<file path="config.mk">
export PLATFORM = sky130hd
export DESIGN_NAME = nth_weekday_of_month
export DESIGN_NICKNAME = d
export VERILOG_FILES = /design/src/sv/nwm_pkg.sv /design/src/sv/nth_weekday_of_month.sv /design/src/sv/nwm_decode.sv /design/src/sv/nwm_sum.sv /design/src/sv/nwm_mod7.sv
export SDC_FILE = /design/constraint.sdc
export NUM_CORES = 1
export LEC_CHECK = 0
export ABC_AREA = 1
export BUFFER_PORTS_ARGS = -buffer_cell sky130_fd_sc_hd__buf_4
export CAP_MARGIN = 25
export CELL_PAD_IN_SITES_DETAIL_PLACEMENT = 2
export CELL_PAD_IN_SITES_GLOBAL_PLACEMENT = 2
export CORE_ASPECT_RATIO = 1.1
export CORE_MARGIN = 4
export CORE_UTILIZATION = 35
export DETAILED_ROUTE_END_ITERATION = 10
export PLACE_DENSITY_LB_ADDON = 0.1
export SLEW_MARGIN = 20
export SYNTH_ARGS = -nofsm -noshare
export SYNTH_HDL_FRONTEND = slang
export SYNTH_SLANG_ARGS = --single-unit
</file>
<file path="constraint.sdc">
create_clock -name clk -period 15.8 [get_ports clk]
set_input_delay 1.58 -clock clk [delete_from_list [all_inputs] [get_ports clk]]
set_output_delay 1.58 -clock clk [all_outputs]
set_load 0.1 [all_outputs]
</file>
<file path="src/sv/nwm_pkg.sv">
package nwm_pkg;

    typedef enum logic [1:0] {
        ST_OK        = 2'd0,
        ST_BAD_MONTH = 2'd1,
        ST_BAD_YEAR  = 2'd2,
        ST_NO_MATCH  = 2'd3
    } nwm_status_t;

    localparam logic [2:0]  KIND_TEENTH = 3'd0;
    localparam logic [2:0]  KIND_FIRST  = 3'd1;
    localparam logic [2:0]  KIND_LAST   = 3'd5;
    localparam logic [2:0]  WEEKDAY_MAX = 3'd6;

    localparam logic [13:0] YEAR_MIN = 14'd1400;
    localparam logic [13:0] YEAR_MAX = 14'd9999;

    // x / 100 == (x * 5243) >> 19 for every 14-bit x
    localparam logic [12:0] DIV100_MUL   = 13'd5243;
    localparam int          DIV100_SHIFT = 19;
    // x / 7 == (x * 9363) >> 16 for every 11-bit x
    localparam logic [13:0] DIV7_MUL     = 14'd9363;
    localparam int          DIV7_SHIFT   = 16;

    // fields that ride along with every transaction
    typedef struct packed {
        nwm_status_t status;
        logic [2:0]  want;
        logic [2:0]  kind;
    } nwm_ctl_t;

    typedef struct packed {
        nwm_ctl_t    ctl;
        logic [13:0] y;     // calendar year, for the leap rule
        logic [13:0] yp;    // year shifted for Jan/Feb
        logic [7:0]  qy;    // y / 100
        logic [7:0]  qp;    // yp / 100
        logic [3:0]  mp;    // month shifted, 3..14
    } nwm_s1_t;

    typedef struct packed {
        nwm_ctl_t    ctl;
        logic [10:0] sum;
        logic [4:0]  dim;
    } nwm_s2_t;

    typedef struct packed {
        nwm_ctl_t    ctl;
        logic [2:0]  wday;  // 0 = Sunday
        logic [4:0]  dim;
    } nwm_s3_t;

    // floor(13 * (mp + 1) / 5)
    function automatic logic [5:0] month_term(input logic [3:0] mp);
        logic [5:0] t;
        unique case (mp)
            4'd3:    t = 6'd10;
            4'd4:    t = 6'd13;
            4'd5:    t = 6'd15;
            4'd6:    t = 6'd18;
            4'd7:    t = 6'd20;
            4'd8:    t = 6'd23;
            4'd9:    t = 6'd26;
            4'd10:   t = 6'd28;
            4'd11:   t = 6'd31;
            4'd12:   t = 6'd33;
            4'd13:   t = 6'd36;
            4'd14:   t = 6'd39;
            default: t = 6'd0;
        endcase
        return t;
    endfunction

    function automatic logic [4:0] month_len(input logic [3:0] mp, input logic leap);
        logic [4:0] n;
        unique case (mp)
            4'd4, 4'd6, 4'd9, 4'd11: n = 5'd30;
            4'd14:                   n = leap ? 5'd29 : 5'd28;
            default:                 n = 5'd31;
        endcase
        return n;
    endfunction

endpackage

</file>
<file path="src/sv/nth_weekday_of_month.sv">
// Throughput: one transaction per cycle; busy is held low. Each transaction passes
//   in order through the four register stages (decode and /100, Zeller sum, mod 7, day select).
// The receiver cannot stall; every result is presented on done for one cycle.
// Reset (rst_n low, asynchronous) clears all stage valid bits and done.
module nth_weekday_of_month (
    input  logic        clk,
    input  logic        rst_n,
    input  logic        start,
    output logic        busy,
    input  logic [13:0] year,
    input  logic [3:0]  month,
    input  logic [2:0]  target_weekday,
    input  logic [2:0]  kind,
    output logic        done,
    output logic [4:0]  day_of_month,
    output logic [1:0]  status
);
    import nwm_pkg::*;

    logic        v1;
    logic        v2;
    logic        v3;
    nwm_s1_t     s1;
    nwm_s2_t     s2;
    nwm_s3_t     s3;

    logic        done_reg;
    logic [4:0]  day_reg;
    logic [4:0]  day_next;
    nwm_status_t status_reg;
    logic [3:0]  off_fwd_raw;
    logic [3:0]  off_bwd_raw;
    logic [3:0]  off_fwd;
    logic [3:0]  off_bwd;

    assign busy = 1'b0;

    nwm_decode u_decode (
        .clk            (clk),
        .rst_n          (rst_n),
        .in_valid       (start & ~busy),
        .year           (year),
        .month          (month),
        .target_weekday (target_weekday),
        .kind           (kind),
        .out_valid      (v1),
        .out            (s1)
    );

    nwm_sum u_sum (
        .clk       (clk),
        .rst_n     (rst_n),
        .in_valid  (v1),
        .in        (s1),
        .out_valid (v2),
        .out       (s2)
    );

    nwm_mod7 u_mod7 (
        .clk       (clk),
        .rst_n     (rst_n),
        .in_valid  (v2),
        .in        (s2),
        .out_valid (v3),
        .out       (s3)
    );

    always_comb
    begin
        off_fwd_raw = 4'(s3.ctl.want) + 4'd7 - 4'(s3.wday);
        off_bwd_raw = 4'(s3.wday) + 4'd7 - 4'(s3.ctl.want);
        off_fwd = (off_fwd_raw >= 4'd7) ? off_fwd_raw - 4'd7 : off_fwd_raw;
        off_bwd = (off_bwd_raw >= 4'd7) ? off_bwd_raw - 4'd7 : off_bwd_raw;
        if (s3.ctl.status != ST_OK)
            day_next = 5'd0;
        else
        begin
            case (s3.ctl.kind)
                KIND_TEENTH: day_next = 5'd13 + 5'(off_fwd);
                KIND_LAST:   day_next = s3.dim - 5'(off_bwd);
                default:     day_next = 5'd1 + 5'(off_fwd)
                                      + 5'(s3.ctl.kind - KIND_FIRST) * 5'd7;
            endcase
        end
    end

    always_ff @(posedge clk or negedge rst_n)
    begin
        if (!rst_n)
            done_reg <= 1'b0;
        else
            done_reg <= v3;
    end

    always_ff @(posedge clk)
    begin
        if (v3)
        begin
            day_reg    <= day_next;
            status_reg <= s3.ctl.status;
        end
    end

    assign done         = done_reg;
    assign day_of_month = day_reg;
    assign status       = status_reg;

`ifndef NO_ASSERTIONS
    a_err_day_zero: assert property (@(posedge clk) disable iff (!rst_n)
        done && status != ST_OK |-> day_of_month == 5'd0)
        else $error("error status with non-zero day");

    a_ok_day_nonzero: assert property (@(posedge clk) disable iff (!rst_n)
        done && status == ST_OK |-> day_of_month != 5'd0)
        else $error("ok status with day zero");

    a_teenth_range: assert property (@(posedge clk) disable iff (!rst_n)
        v3 && s3.ctl.status == ST_OK && s3.ctl.kind == KIND_TEENTH
        |=> done && day_of_month >= 5'd13 && day_of_month <= 5'd19)
        else $error("teenth result outside 13..19");

    a_first_range: assert property (@(posedge clk) disable iff (!rst_n)
        v3 && s3.ctl.status == ST_OK && s3.ctl.kind == KIND_FIRST
        |=> done && day_of_month >= 5'd1 && day_of_month <= 5'd7)
        else $error("first-week result outside 1..7");
`endif

endmodule

</file>
<file path="src/sv/nwm_decode.sv">
module nwm_decode (
    input  logic              clk,
    input  logic              rst_n,
    input  logic              in_valid,
    input  logic [13:0]       year,
    input  logic [3:0]        month,
    input  logic [2:0]        target_weekday,
    input  logic [2:0]        kind,
    output logic              out_valid,
    output nwm_pkg::nwm_s1_t  out
);
    import nwm_pkg::*;

    logic        valid_reg;
    nwm_s1_t     s1_reg;
    nwm_s1_t     s1_next;
    logic        early;
    logic [26:0] prod_y;
    logic [26:0] prod_p;

    always_comb
    begin
        early = (month < 4'd3);
        s1_next.y  = year;
        s1_next.yp = early ? year - 14'd1 : year;
        s1_next.mp = early ? month + 4'd12 : month;
        prod_y = 27'(year) * 27'(DIV100_MUL);
        prod_p = 27'(s1_next.yp) * 27'(DIV100_MUL);
        s1_next.qy = prod_y[DIV100_SHIFT +: 8];
        s1_next.qp = prod_p[DIV100_SHIFT +: 8];
        s1_next.ctl.want = target_weekday;
        s1_next.ctl.kind = kind;
        // bad month wins over bad year
        if (month < 4'd1 || month > 4'd12)
            s1_next.ctl.status = ST_BAD_MONTH;
        else if (year < YEAR_MIN || year > YEAR_MAX)
            s1_next.ctl.status = ST_BAD_YEAR;
        else if (target_weekday > WEEKDAY_MAX || kind > KIND_LAST)
            s1_next.ctl.status = ST_NO_MATCH;
        else
            s1_next.ctl.status = ST_OK;
    end

    always_ff @(posedge clk or negedge rst_n)
    begin
        if (!rst_n)
            valid_reg <= 1'b0;
        else
            valid_reg <= in_valid;
    end

    always_ff @(posedge clk)
    begin
        if (in_valid)
            s1_reg <= s1_next;
    end

    assign out_valid = valid_reg;
    assign out       = s1_reg;

endmodule

</file>
<file path="src/sv/nwm_sum.sv">
module nwm_sum (
    input  logic              clk,
    input  logic              rst_n,
    input  logic              in_valid,
    input  nwm_pkg::nwm_s1_t  in,
    output logic              out_valid,
    output nwm_pkg::nwm_s2_t  out
);
    import nwm_pkg::*;

    logic        valid_reg;
    nwm_s2_t     s2_reg;
    nwm_s2_t     s2_next;
    logic [13:0] hund_p;
    logic [13:0] hund_y;
    logic [6:0]  k;
    logic [6:0]  ry;
    logic        leap;
    logic [4:0]  dim;
    logic [4:0]  day_ref;

    always_comb
    begin
        hund_p = 14'({6'd0, in.qp} * 14'd100);
        hund_y = 14'({6'd0, in.qy} * 14'd100);
        k      = 7'(in.yp - hund_p);
        ry     = 7'(in.y - hund_y);
        leap   = (in.y[1:0] == 2'd0 && ry != 7'd0) || (ry == 7'd0 && in.qy[1:0] == 2'd0);
        dim    = month_len(in.mp, leap);
        // reference day whose weekday is wanted
        case (in.ctl.kind)
            KIND_TEENTH: day_ref = 5'd13;
            KIND_LAST:   day_ref = dim;
            default:     day_ref = 5'd1;
        endcase
        s2_next.ctl = in.ctl;
        s2_next.dim = dim;
        s2_next.sum = 11'(day_ref) + 11'(month_term(in.mp)) + 11'(k) + 11'(k >> 2)
                    + 11'(in.qp >> 2) + 11'(in.qp) * 11'd5;
    end

    always_ff @(posedge clk or negedge rst_n)
    begin
        if (!rst_n)
            valid_reg <= 1'b0;
        else
            valid_reg <= in_valid;
    end

    always_ff @(posedge clk)
    begin
        if (in_valid)
            s2_reg <= s2_next;
    end

    assign out_valid = valid_reg;
    assign out       = s2_reg;

endmodule

</file>
<file path="src/sv/nwm_mod7.sv">
module nwm_mod7 (
    input  logic              clk,
    input  logic              rst_n,
    input  logic              in_valid,
    input  nwm_pkg::nwm_s2_t  in,
    output logic              out_valid,
    output nwm_pkg::nwm_s3_t  out
);
    import nwm_pkg::*;

    logic        valid_reg;
    nwm_s3_t     s3_reg;
    nwm_s3_t     s3_next;
    logic [24:0] prod;
    logic [8:0]  q7;
    logic [2:0]  h;

    always_comb
    begin
        prod = 25'(in.sum) * 25'(DIV7_MUL);
        q7   = prod[DIV7_SHIFT +: 9];
        h    = 3'(in.sum - 11'({2'd0, q7} * 11'd7));
        s3_next.ctl  = in.ctl;
        s3_next.dim  = in.dim;
        // congruence gives 0 = Saturday; rotate to 0 = Sunday
        s3_next.wday = (h == 3'd0) ? 3'd6 : h - 3'd1;
    end

    always_ff @(posedge clk or negedge rst_n)
    begin
        if (!rst_n)
            valid_reg <= 1'b0;
        else
            valid_reg <= in_valid;
    end

    always_ff @(posedge clk)
    begin
        if (in_valid)
            s3_reg <= s3_next;
    end

    assign out_valid = valid_reg;
    assign out       = s3_reg;

endmodule
</file>
; ---- Word-level counts from Yosys, hierarchy flattened
; Memory sizes are Yosys's and may differ from the RTL's. A register that Yosys moved wholly into a read port is not among the register bits.
; Cells that the tools add are included.
[totals]
register_bits = 93
romBits = 96
inputBits = 27
memories = 1
[mem_list]
columns = name, depth, word_bits, read_ports, rd_ports_with_merged_regs, wr, line
row1 = (name not given), 16, 6, 1, 1, 0, nwm_pkg.sv:56  ; unique case (mp)
[op_classes]
addsub = 22
multipliers = 8
n_lt_le_gt_ge = 9
n_eq_ne = 7
n_mux = 11
n_reduce_logical = 15
[op_table]
columns = cell, count
row1 = 14-bit by 13-bit multiplier with 27-bit output (second input constant), 2
row2 = 5-bit one-hot mux with 2 select lines, 3
row3 = 11-bit by 14-bit multiplier with 25-bit output (second input constant), 1
row4 = 8-bit by 5-bit multiplier with 5-bit output (second input constant), 2
row5 = 4-bit two-way mux, 4
row6 = 14-bit > comparator (second input constant), 1
row7 = 14-bit by 11-bit less-than comparator with 1-bit output (second input constant), 1
row8 = 14-bit two-way mux, 1
row9 = 14-bit by 1-bit subtractor with 14-bit output (second input constant), 1
row10 = 7-bit subtractor, 2
row11 = 4-bit equality test (second input constant), 3
row12 = 11-bit adder, 1
row13 = 11-bit by 5-bit adder with 11-bit output, 1
row14 = 11-bit by 6-bit adder with 11-bit output, 1
row15 = 11-bit by 7-bit adder with 11-bit output, 1
row16 = 8-bit by 3-bit multiplier with 11-bit output (second input constant), 1
row17 = 3-bit zero test, 3
row18 = 9-bit by 3-bit multiplier with 3-bit output (second input constant), 1
row19 = 3-bit by 3-bit adder with 4-bit output (second input constant), 2
row20 = 4-bit by 3-bit equality test with 1-bit output (second input constant), 2
row21 = 4-bit by 3-bit >= comparator with 1-bit output (second input constant), 2
row22 = 4-bit by 3-bit subtractor with 4-bit output, 2
row23 = 4-bit by 3-bit subtractor with 4-bit output (second input constant), 2
row24 = 5-bit by 6-bit adder with 7-bit output, 1
row25 = 23 further kinds, 31

; ---- Depth between registers and ports, before layout
; Gate-level depths: netlist (run 1).
[depth]
depth_word = 13
depth_mapped = 35
ltp_nobuf = 35

; ---- Hierarchy
; Synthesis (run 1) repeated with hierarchy kept, for this count alone.
[unflattened]
hier_cells = 1898
area_unflattened_um2 = 16688.5
[modules_own_cells]
columns = module, instances, cells_per_inst, area_each_um2
row1 = nwm_decode, 1, 1181, 10336.2
row2 = nwm_sum, 1, 278, 2626.3
row3 = nwm_mod7, 1, 263, 2369.8
row4 = nth_weekday_of_month, 1, 176, 1356.3

; ---- Worst setup path after synthesis (run 1)
; No wires, ideal clock.
[synth_timing]
path_kind = input to register
from = input year[2]
to = register u_decode.s1_reg (netlist bit u_decode.out[10]), data pin
setup_ps = 259
arrival_ps = 6483
t_required_ps = 15541
slack_ps = 9058
path_stages = 23
n_path_buf = 0
path_cell_list = inv_1 -> ha_1 -> nand3_1 -> nand2_1 -> and3_1 -> nand2_1 -> nor2_1 -> xor2_1 -> ha_1 -> fa_1 -> inv_1 -> fa_1 -> inv_1 -> fa_1 -> fa_1 -> ha_1 -> nand2_1 -> inv_1 -> a21oi_1 -> o21ai_0 -> nand2_1 -> nand3_1 -> xor2_1
[synth_via]
elab_chain_len = 3
[synth_lines]
columns = element, line
row1 = start: declaration, nth_weekday_of_month.sv:10  ; input logic [13:0] year,
row2 = 14-bit by 1-bit subtractor with 14-bit output, nwm_decode.sv:25  ; s1_next.yp = early ? year - 14'd1 : year;
row3 = 14-bit two-way mux (*), nwm_decode.sv:25
row4 = 14-bit by 13-bit multiplier with 27-bit output (*), nwm_decode.sv:28  ; prod_p = 27'(s1_next.yp) * 27'(DIV100_MUL);
row5 = named net u_decode.prod_p[25], nwm_decode.sv:19  ; logic [26:0] prod_p;
row6 = end signal: assignment, nwm_decode.sv:55  ; s1_reg <= s1_next;
row7 = end: declaration, nwm_decode.sv:15  ; nwm_s1_t s1_reg;
; The timed path passes the listed nets; every way through them passes the cells marked *.
; A chain may end at the register's enable or synchronous reset.

; ---- Worst setup path in the final report (run 1)
; Same ends and word-level chain as after synthesis.

==> impl_metrics.csv, run 1 <==
group,metric,value,unit
setup_path,critPathTopFamily,"adder cells",
clock_tree,cts.sinks,90,
synthesis,ys_types,49,
timing,hold_viol_final,0,
setup_path,path_class,"in2reg",
synthesis,yosysSeqAreaShare,0.172,
clock_tree,clockBufferDepth,2,
setup_path,worstPathMaxFanout,7,
setup_path,cp-end-kind,"register",
setup_path,slowest_stage,"fa_1",
timing,slew_violations,0,
setup_path,max_stage_delay,0.53,ns
setup_path,path_buf_inv,3,
synthesis,synth_top_area_frac,0.277,
timing,setup-violations-final,0,
clock_tree,cts_setup_buffers,0,
placement,gp_congestion,0.833,
synthesis,synth_ff_type,"edfxtp_1",
timing,relSlewSlack,0.379,
timing,tns,0,ns
drt,drtPass1Iterations,4,
floorplan,fp-row-count,80,
placement,dp_hpwl,37000,um
synthesis,synth_edf_count,80,
drt,wl_per_cell,17.8,um
synthesis,syn-num-nets,2218,
setup_path,crit_path_frequent_cell,"fa_1",
floorplan,initial_core_util,0.353,
floorplan,die_x,207,um
status,outcome,"finished, final reports clean",
global_routing,grt_start_max_net_pins,47,
synthesis,synth.area.top_cells,"ha_1 (28%), fa_1 (23%), edfxtp_1 (16%), inv_1 (11%), nand2_1 (5.5%)",
flow_run,max-cap-violations,0,
setup_path,worstPathCellList,"buf_4 > inv_1 > ha_1 > nand3_1 > nand2_1 > and3_1 > nand2_1 > nor2_1 > nand2_1 > xor2_1 > inv_1 > fa_1 > ha_1 > fa_1 > fa_1 > fa_1 > ha_1 > a21oi_1 > o21ai_0 > a21oi_1 > nand3_1 > xor2_1",
synthesis,syn_area,0.0153,mm2
synthesis,synth.most_common_cell,"inv_1",
synthesis,synth_common_cells,"inv_1 (437), ha_1 (338), nand2_1 (223), fa_1 (174), edfxtp_1 (80)",
floorplan,io_pins,36,
timing,skew,0.0206,ns
drt,ant_nets,0,
hold_path,hp-class,"reg2reg",
timing,grt_setup_unrepaired,"no",
floorplan,chipHeight,227,um
drt,wirelength,41100,um
timing,post-route-min-period,7.46,ns
layout,largest_register_ffs,39,
clock_tree,htree_levels,3,
global_routing,first_global_vias,13000,
global_routing,overflow,0,
synthesis,syn_area_per_cell,9.10,um2
timing,fmax,134,MHz
clock_tree,hold_buffers,0,
layout,syn_to_final_growth,8.33,%
clock_tree,cts_tree,"built",
global_routing,antenna_found_initial,0,
synthesis,netlist_instances,1679,
synthesis,yosys.area.top_type,"ha_1",
placement,io_buffers,34,
synthesis,ys_seq_elements,90,
layout,antennaDiodeCount,0,
clock_tree,clockRootBuffer,"clkbuf_16",
layout,layout.nets,2264,
clock_tree,clock_latency,0.38,ns
global_routing,grt_usage,0.182,
global_routing,grt_first_pass_wirelength,68300,um
setup_path,critPathRequiredTime,15.93,ns
setup_path,start_kind,"input pin",
timing,tightest_slew,0.928,ns
floorplan,fp.dieArea,0.0470,mm2
clock_tree,ctsResizeCount,0,
drt,viasPerCell,4.78,
synthesis,synth_warnings,0,
drt,drc_errors,0,
timing,finalCritPeriodShare,0.472,
layout,final_layout_size_suffix_gt1_frac,0.0462,
floorplan,coreArea,0.0432,mm2
setup_path,arrival,7.59,ns
drt,first_iter_violations,287,
clock_tree,clk_pin_slew,0.08,ns
synthesis,async_flop_share,0.0444,
clock_tree,cts-buffers-inserted,9,
drt,vias,11000,
[worst paths after layout]
kind	from	to	slack (ns)	cells past startpoint
max	year[2]	u_decode.out[10]$_DFFE_PP_	8.34	22
min	u_sum.out[23]$_DFFE_PP_	u_mod7.out[15]$_DFFE_PP_	0.42	0
max reg2reg	u_decode.out[13]$_DFFE_PP_	u_sum.out[13]$_DFFE_PP_	9.06	33
min reg2reg	u_sum.out[23]$_DFFE_PP_	u_mod7.out[15]$_DFFE_PP_	0.42	0
max in group asynchronous	rst_n	u_sum.out_valid$_DFF_PN0_	14.70	1
min in group asynchronous	rst_n	u_mod7.out_valid$_DFF_PN0_	0.98	1
[area by class of cell]
cell class / count / area (um2)
multi-input combinational: 1145 / 11000
timing repair buffer: 36 / 278
fill: 4837 / 26700
inverter: 443 / 1660
sequential: 90 / 2620
tap: 574 / 718
clock buffer: 9 / 225
clock inverter: 7 / 58.8
[layer usage]
layer	routed length [um]	share of wire	vias to the layer above	global-route usage
met3	738	0.018	21	0.0147
met2	22200	0.54	69	0.358
met5	0	0	-	0
met1	17700	0.43	5554	0.221
li1	-	-	5380	-
met4	460	0.011	0	0.0324
[cell usage in the layout (no fill, tap or decap), types with 6 or more instances in the layout]
cell | Yosys | final
edfxtp_1 | 80 | 80
clkbuf_16 | 0 | 9
xor2_1 | 42 | 42
ha_1 | 338 | 338
a21oi_1 | 67 | 67
nor3_1 | 11 | 11
nand2_1 | 223 | 223
nor2_1 | 67 | 67
inv_1 | 437 | 437
a21boi_0 | 6 | 6
xnor2_1 | 22 | 22
o21ai_0 | 47 | 47
fa_1 | 174 | 174
nand3_1 | 63 | 63
nand4_1 | 16 | 16
inv_2 | 6 | 6
buf_4 | 1 | 35
dfxtp_1 | 6 | 6
a21o_1 | 12 | 12
[logic make-up after synthesis]
kind of cell | synth area share
AOI/OAI and AO/OA | 0.0601
xor gates and xnor gates | 0.0388
adders and majority gates | 0.505
buffers and inverters | 0.109
DFF | 0.172
muxes | 0.000655
other | 0.000246
and+or+nand+nor | 0.114
[per-stage QoR]
step	cell area [um2]	cells	utilization	hold slack [ns]	setup slack [ns]
final	16500	2304	0.383	0.423	8.34
after global routing	16500	2304	0.383	0.430	8.02
after CTS	16500	2303	0.382	0.424	8.38
after detailed placement	16200	2287	0.376	0.405	7.98
after global placement	16200	2287	0.376	0.403	8.09
after floorplan	15300	1679	-	0.400	9.06
[worst reg2reg max path: cells and delay by family (launching register included)]
kind,cells,cell delay [ns]
adder cells (fa/ha/maj),8,3.37
AO/OA/AOI/OAI,7,1.17
AND/OR/NAND/NOR,12,0.98
flip-flops,1,0.34
buffers and inverters,5,0.33
XOR/XNOR,1,0.30
Power of run 1 is left out: the tool's default activity adds up to more than one toggle a clock period on the data nets, which glitch-free logic cannot reach.
==> inputs of run 2 (changes only) <==
==> constraint.sdc (replaced) <==
create_clock -name clk -period 6.8 [get_ports clk]
set_input_delay 0.68 -clock clk [delete_from_list [all_inputs] [get_ports clk]]
set_output_delay 0.68 -clock clk [all_outputs]
set_load 0.1 [all_outputs]
==> run 2 against run 1 <==
Cell count is 0.74% higher. Die area did not move. Via count is 1.6% higher. Clock skew is 0.0049 ns lower. Worst setup slack lost 7.8 ns. Register-to-register slack got worse by 8.5 ns. Utilization up 0.37 points. Non-clock buffer count is 17 higher. Global-route usage rose by 0.18 points. Cell area is 0.98% higher. First-iteration DRC count fell by 6.3%.
==> impl_metrics.csv, run 2 (synthesis gave the netlist of run 1 again) <==
group,metric,value,unit
status,outcome,"finished, final reports clean",
placement,io_buffers,34,
floorplan,fp-row-count,80,
layout,largest_register_ffs,39,
global_routing,antenna_found_initial,0,
timing,setup-violations-final,0,
clock_tree,htree_levels,3,
layout,layout.nets,2281,
drt,vias,11200,
clock_tree,cts-buffers-inserted,9,
timing,post-route-min-period,6.30,ns
floorplan,fp.dieArea,0.0470,mm2
clock_tree,clockBufferDepth,2,
timing,grt_setup_unrepaired,"no",
drt,ant_nets,0,
drt,drtPass1Iterations,4,
layout,final_util,0.386,
floorplan,die_x,207,um
timing,tightest_slew,0.753,ns
setup_path,r2r-start,"u_decode.out[12]$_DFFE_PP_",
drt,drc_errors,0,
global_routing,first_global_vias,13300,
setup_path,cp-end-kind,"register",
setup_path,crit-reg2reg-capture,"u_sum.out[13]$_DFFE_PP_",
clock_tree,clk_pin_slew,0.08,ns
drt,first_iter_violations,269,
timing,skew,0.0157,ns
flow_run,max-cap-violations,0,
timing,tns,0,ns
timing,hold_viol_final,0,
setup_path,path_class,"in2reg",
clock_tree,cts_setup_buffers,0,
global_routing,overflow,0,
floorplan,chipHeight,227,um
hold_path,hp-class,"in2async",
layout,antennaDiodeCount,0,
placement,gp_congestion,0.823,
global_routing,grt_first_pass_wirelength,69400,um
floorplan,initial_core_util,0.353,
setup_path,start_kind,"input pin",
setup_path,critPathRequiredTime,6.92,ns
layout,final_layout_size_suffix_gt1_frac,0.0584,
timing,slew_violations,0,
clock_tree,cts_tree,"built",
setup_path,arrival,6.42,ns
layout,final_cell_mix,"inv_1 (437), ha_1 (337), nand2_1 (223)",
drt,wirelength,41900,um
drt,wl_per_cell,18.0,um
floorplan,coreArea,0.0432,mm2
layout,syn_to_final_growth,9.39,%
clock_tree,hold_buffers,0,
timing,finalCritPeriodShare,0.927,
clock_tree,clock_latency,0.37,ns
global_routing,grt_usage,0.184,
timing,fmax,159,MHz
global_routing,grt_start_max_net_pins,47,
layout,final_common_cell,"inv_1",
drt,viasPerCell,4.83,
setup_path,worstPathMaxFanout,6,
setup_path,r2r_setup_slack,0.54,ns
clock_tree,ctsResizeCount,0,
placement,dp_hpwl,37700,um
clock_tree,cts.sinks,90,
clock_tree,clockRootBuffer,"clkbuf_16",
timing,relSlewSlack,0.496,
floorplan,io_pins,36,
setup_path,r2r_cells,28,
==> run 2: cell types whose count changed in the layout (fill, tap and decap cells not counted), sizes merged <==
cell | previous run | this run
inv | 447 | 448
clkinvlp | 1 | 0
buf | 36 | 53
==> run 2: cell type report <==
class                           instances  area, um2
Tap cell                              574        718
Clock inverter                          7       66.3
Fill cell                            4860      26500
Multi-Input combinational cell       1145      11000
Sequential cell                        90       2620
Inverter                              443       1660
Clock buffer                            9        225
Timing Repair Buffer                   53        405
==> run 2: worst max-delay path by stage <==
| stage | from | end | slack, ns | cells past startpoint |
|---|---|---|---|---|
| after global routing | u_decode.out[12]$_DFFE_PP_ | u_sum.out[13]$_DFFE_PP_ | 0.02 | 28 |
| after detailed placement | year[0] | u_decode.out[8]$_DFFE_PP_ | 0.06 | 27 |
| after global placement | year[0] | u_decode.out[11]$_DFFE_PP_ | 0.19 | 27 |
| after CTS | u_decode.out[12]$_DFFE_PP_ | u_sum.out[13]$_DFFE_PP_ | 0.27 | 28 |
| final | year[0] | u_decode.out[8]$_DFFE_PP_ | 0.50 | 27 |
| after floorplan | u_decode.out[12]$_DFFE_PP_ | u_sum.out[13]$_DFFE_PP_ | 0.93 | 28 |
==> run 2: metal layers <==
metal | vias to the layer above | wire, um | track usage
met5 | - | 0 | 0
met4 | 0 | 690 | 0.0410
met3 | 29 | 444 | 0.0136
met2 | 54 | 23200 | 0.368
met1 | 5691 | 17600 | 0.215
li1 | 5426 | - | -
==> run 2: critical path: stages <==
cell,delay [ns]
buf_4,0.15
inv_1,0.19
ha_1,0.21
inv_1,0.04
a21boi_0,0.16
inv_1,0.08
nand2_1,0.09
nand2_1,0.06
nand2_1,0.07
nand3_1,0.11
nand3b_1,0.25
xor2_1,0.64
ha_1,0.39
fa_1,0.51
inv_1,0.05
fa_1,0.50
inv_1,0.05
fa_1,0.46
fa_1,0.49
ha_1,0.36
nand2_1,0.10
inv_1,0.06
a21oi_1,0.23
o21ai_0,0.14
nand2_1,0.08
nand3_1,0.09
xor2_1,0.16
==> run 2: through the flow <==
stage                     std cells  cell area [um2]  hold slack [ns]  setup slack, ns
after CTS                      2320            16700           0.0549            0.274
after floorplan                1679            15300            0.384            0.932
final                          2321            16700           0.0815            0.496
after global placement         2304            16400            0.401            0.194
after detailed placement       2304            16400            0.405           0.0609
after global routing           2321            16700           0.0611           0.0204
Power of run 2 is left out for the same reason.
==> inputs of run 3 (changes only) <==
--- a/config.mk
+++ b/config.mk
@@ -15,6 +15,7 @@
 export CORE_UTILIZATION = 35
 export DETAILED_ROUTE_END_ITERATION = 10
 export PLACE_DENSITY_LB_ADDON = 0.1
+export REMOVE_ABC_BUFFERS = 1
 export SLEW_MARGIN = 20
 export SYNTH_ARGS = -nofsm -noshare
 export SYNTH_HDL_FRONTEND = slang
==> run 3 against run 2 <==
Non-clock buffer count shrank 2. Flip-flop and latch count is the same. Worst hold slack gained 0.0015 ns. Utilization is essentially flat.
==> impl_metrics.csv, run 3 (synthesis gave the netlist of run 1 again) <==
group,metric,value,unit
drt,wl_per_cell,17.8,um
layout,final_cells,2319,
global_routing,first_global_vias,13200,
global_routing,grt_first_pass_wirelength,68700,um
floorplan,coreArea,0.0432,mm2
placement,dp_hpwl,37400,um
setup_path,worstPathMaxFanout,4,
layout,final_util,0.386,
setup_path,path_class,"reg2reg",
placement,pre_cts_ws,-0.0220,ns
layout,syn_to_final_growth,9.41,%
clock_tree,cts.sinks,90,
floorplan,initial_core_util,0.353,
global_routing,overflow,0,
status,outcome,"finished, final reports clean",
clock_tree,htree_levels,3,
clock_tree,cts-buffers-inserted,9,
floorplan,fp-row-count,80,
timing,fin_ws,0.350,ns
drt,drtPass1Iterations,4,
global_routing,antenna_found_initial,0,
layout,antennaDiodeCount,0,
timing,slew_violations,0,
timing,fmax,155,MHz
flow_run,max-cap-violations,0,
clock_tree,cts_tree,"built",
drt,ant_nets,0,
timing,hold_viol_final,0,
layout,layout.nets,2279,
setup_path,cp-end-kind,"register",
global_routing,grt_start_max_net_pins,47,
timing,post-route-min-period,6.45,ns
timing,skew,0.0189,ns
layout,final_common_cell,"inv_1",
placement,dp_cells,2302,
clock_tree,clk_pin_slew,0.08,ns
clock_tree,hold_buffers,0,
setup_path,max_stage_delay,0.55,ns
drt,vias,11100,
clock_tree,clock_latency,0.37,ns
timing,finalCritPeriodShare,0.949,
clock_tree,clockBufferDepth,2,
setup_path,slowest_stage,"fa_1",
setup_path,start_kind,"register",
timing,tns,0,ns
clock_tree,clockRootBuffer,"clkbuf_16",
drt,wirelength,41300,um
setup_path,arrival,6.57,ns
timing,relSlewSlack,0.362,
drt,drc_errors,0,
layout,largest_register_ffs,39,
timing,setup-violations-final,0,
global_routing,grt_usage,0.182,
floorplan,die_x,207,um
drt,first_iter_violations,318,
layout,final_layout_size_suffix_gt1_frac,0.0567,
hold_path,hp-class,"in2async",
floorplan,fp.dieArea,0.0470,mm2
floorplan,chipHeight,227,um
setup_path,critPathRequiredTime,6.92,ns
timing,grt_setup_unrepaired,"yes",
placement,io_buffers,34,
timing,tightest_slew,0.957,ns
placement,gp_congestion,0.796,
floorplan,io_pins,36,
layout,final_cell_mix,"inv_1 (437), ha_1 (336), nand2_1 (223)",
drt,viasPerCell,4.78,
run 3: changes by cell type in the layout (fill, tap and decap cells not counted), sizes merged:
cell | previous run | this run
buf | 53 | 51
clkinvlp | 0 | 1
bufinv | 0 | 2
inv | 448 | 446
clkbuf | 9 | 10
clkinv | 2 | 0
run 3: path summary, 6_finish.rpt:
kind                                       startpoint                           end  slack [ns]  cells after the start
max                        u_decode.out[12]$_DFFE_PP_       u_sum.out[13]$_DFFE_PP_        0.35                     28
min                                             rst_n  u_decode.out_valid$_DFF_PN0_        0.08                      1
min reg2reg                   u_sum.out[19]$_DFFE_PP_      u_mod7.out[11]$_DFFE_PP_        0.42                      0
min in group clk              u_sum.out[19]$_DFFE_PP_      u_mod7.out[11]$_DFFE_PP_        0.42                      0
max in group asynchronous                       rst_n    u_mod7.out_valid$_DFF_PN0_        6.60                      1
max reg2reg                u_decode.out[12]$_DFFE_PP_       u_sum.out[13]$_DFFE_PP_        0.35                     28
run 3: worst max-delay path, delay by kind of cell (launching register included):
| family | cells | cell delay [ns] |
|---|---|---|
| flops | 1 | 0.44 |
| compound gates | 7 | 1.06 |
| fa+ha+maj | 9 | 3.67 |
| buf+inv | 4 | 0.24 |
| xor+xnor | 1 | 0.16 |
| simple gates | 7 | 0.65 |
run 3: area by class of cell:
class | instances | area (um2)
repair buffers | 51 | 383
inverters | 443 | 1660
flip-flops and latches | 90 | 2620
multi-input cells | 1145 | 11000
well taps | 574 | 718
clock buffers | 10 | 229
clock inverters | 6 | 96.3
fillers | 4875 | 26500
run 3: layer usage:
metal	global-route usage	share of wire	vias up
met5	0	0	-
met4	0.0356	0.013	0
met3	0.0132	0.0097	29
met2	0.367	0.56	52
met1	0.213	0.42	5584
li1	-	-	5411
run 3: repair_timing:
| action | CTS | global route |
|---|---|---|
| setup buffers | 0 | 1 |
| resized for setup | 0 | 8 |
| setup endpoints to repair | 0 | 10 |
run 3: per-stage QoR:
step | hold slack, ns | area [um2]
floorplan | 0.384 | 15300
global placement | 0.403 | 16400
detailed placement | 0.406 | 16400
CTS | 0.0673 | 16700
global route | 0.0648 | 16700
finish | 0.0830 | 16700
Power of run 3 is left out for the same reason.
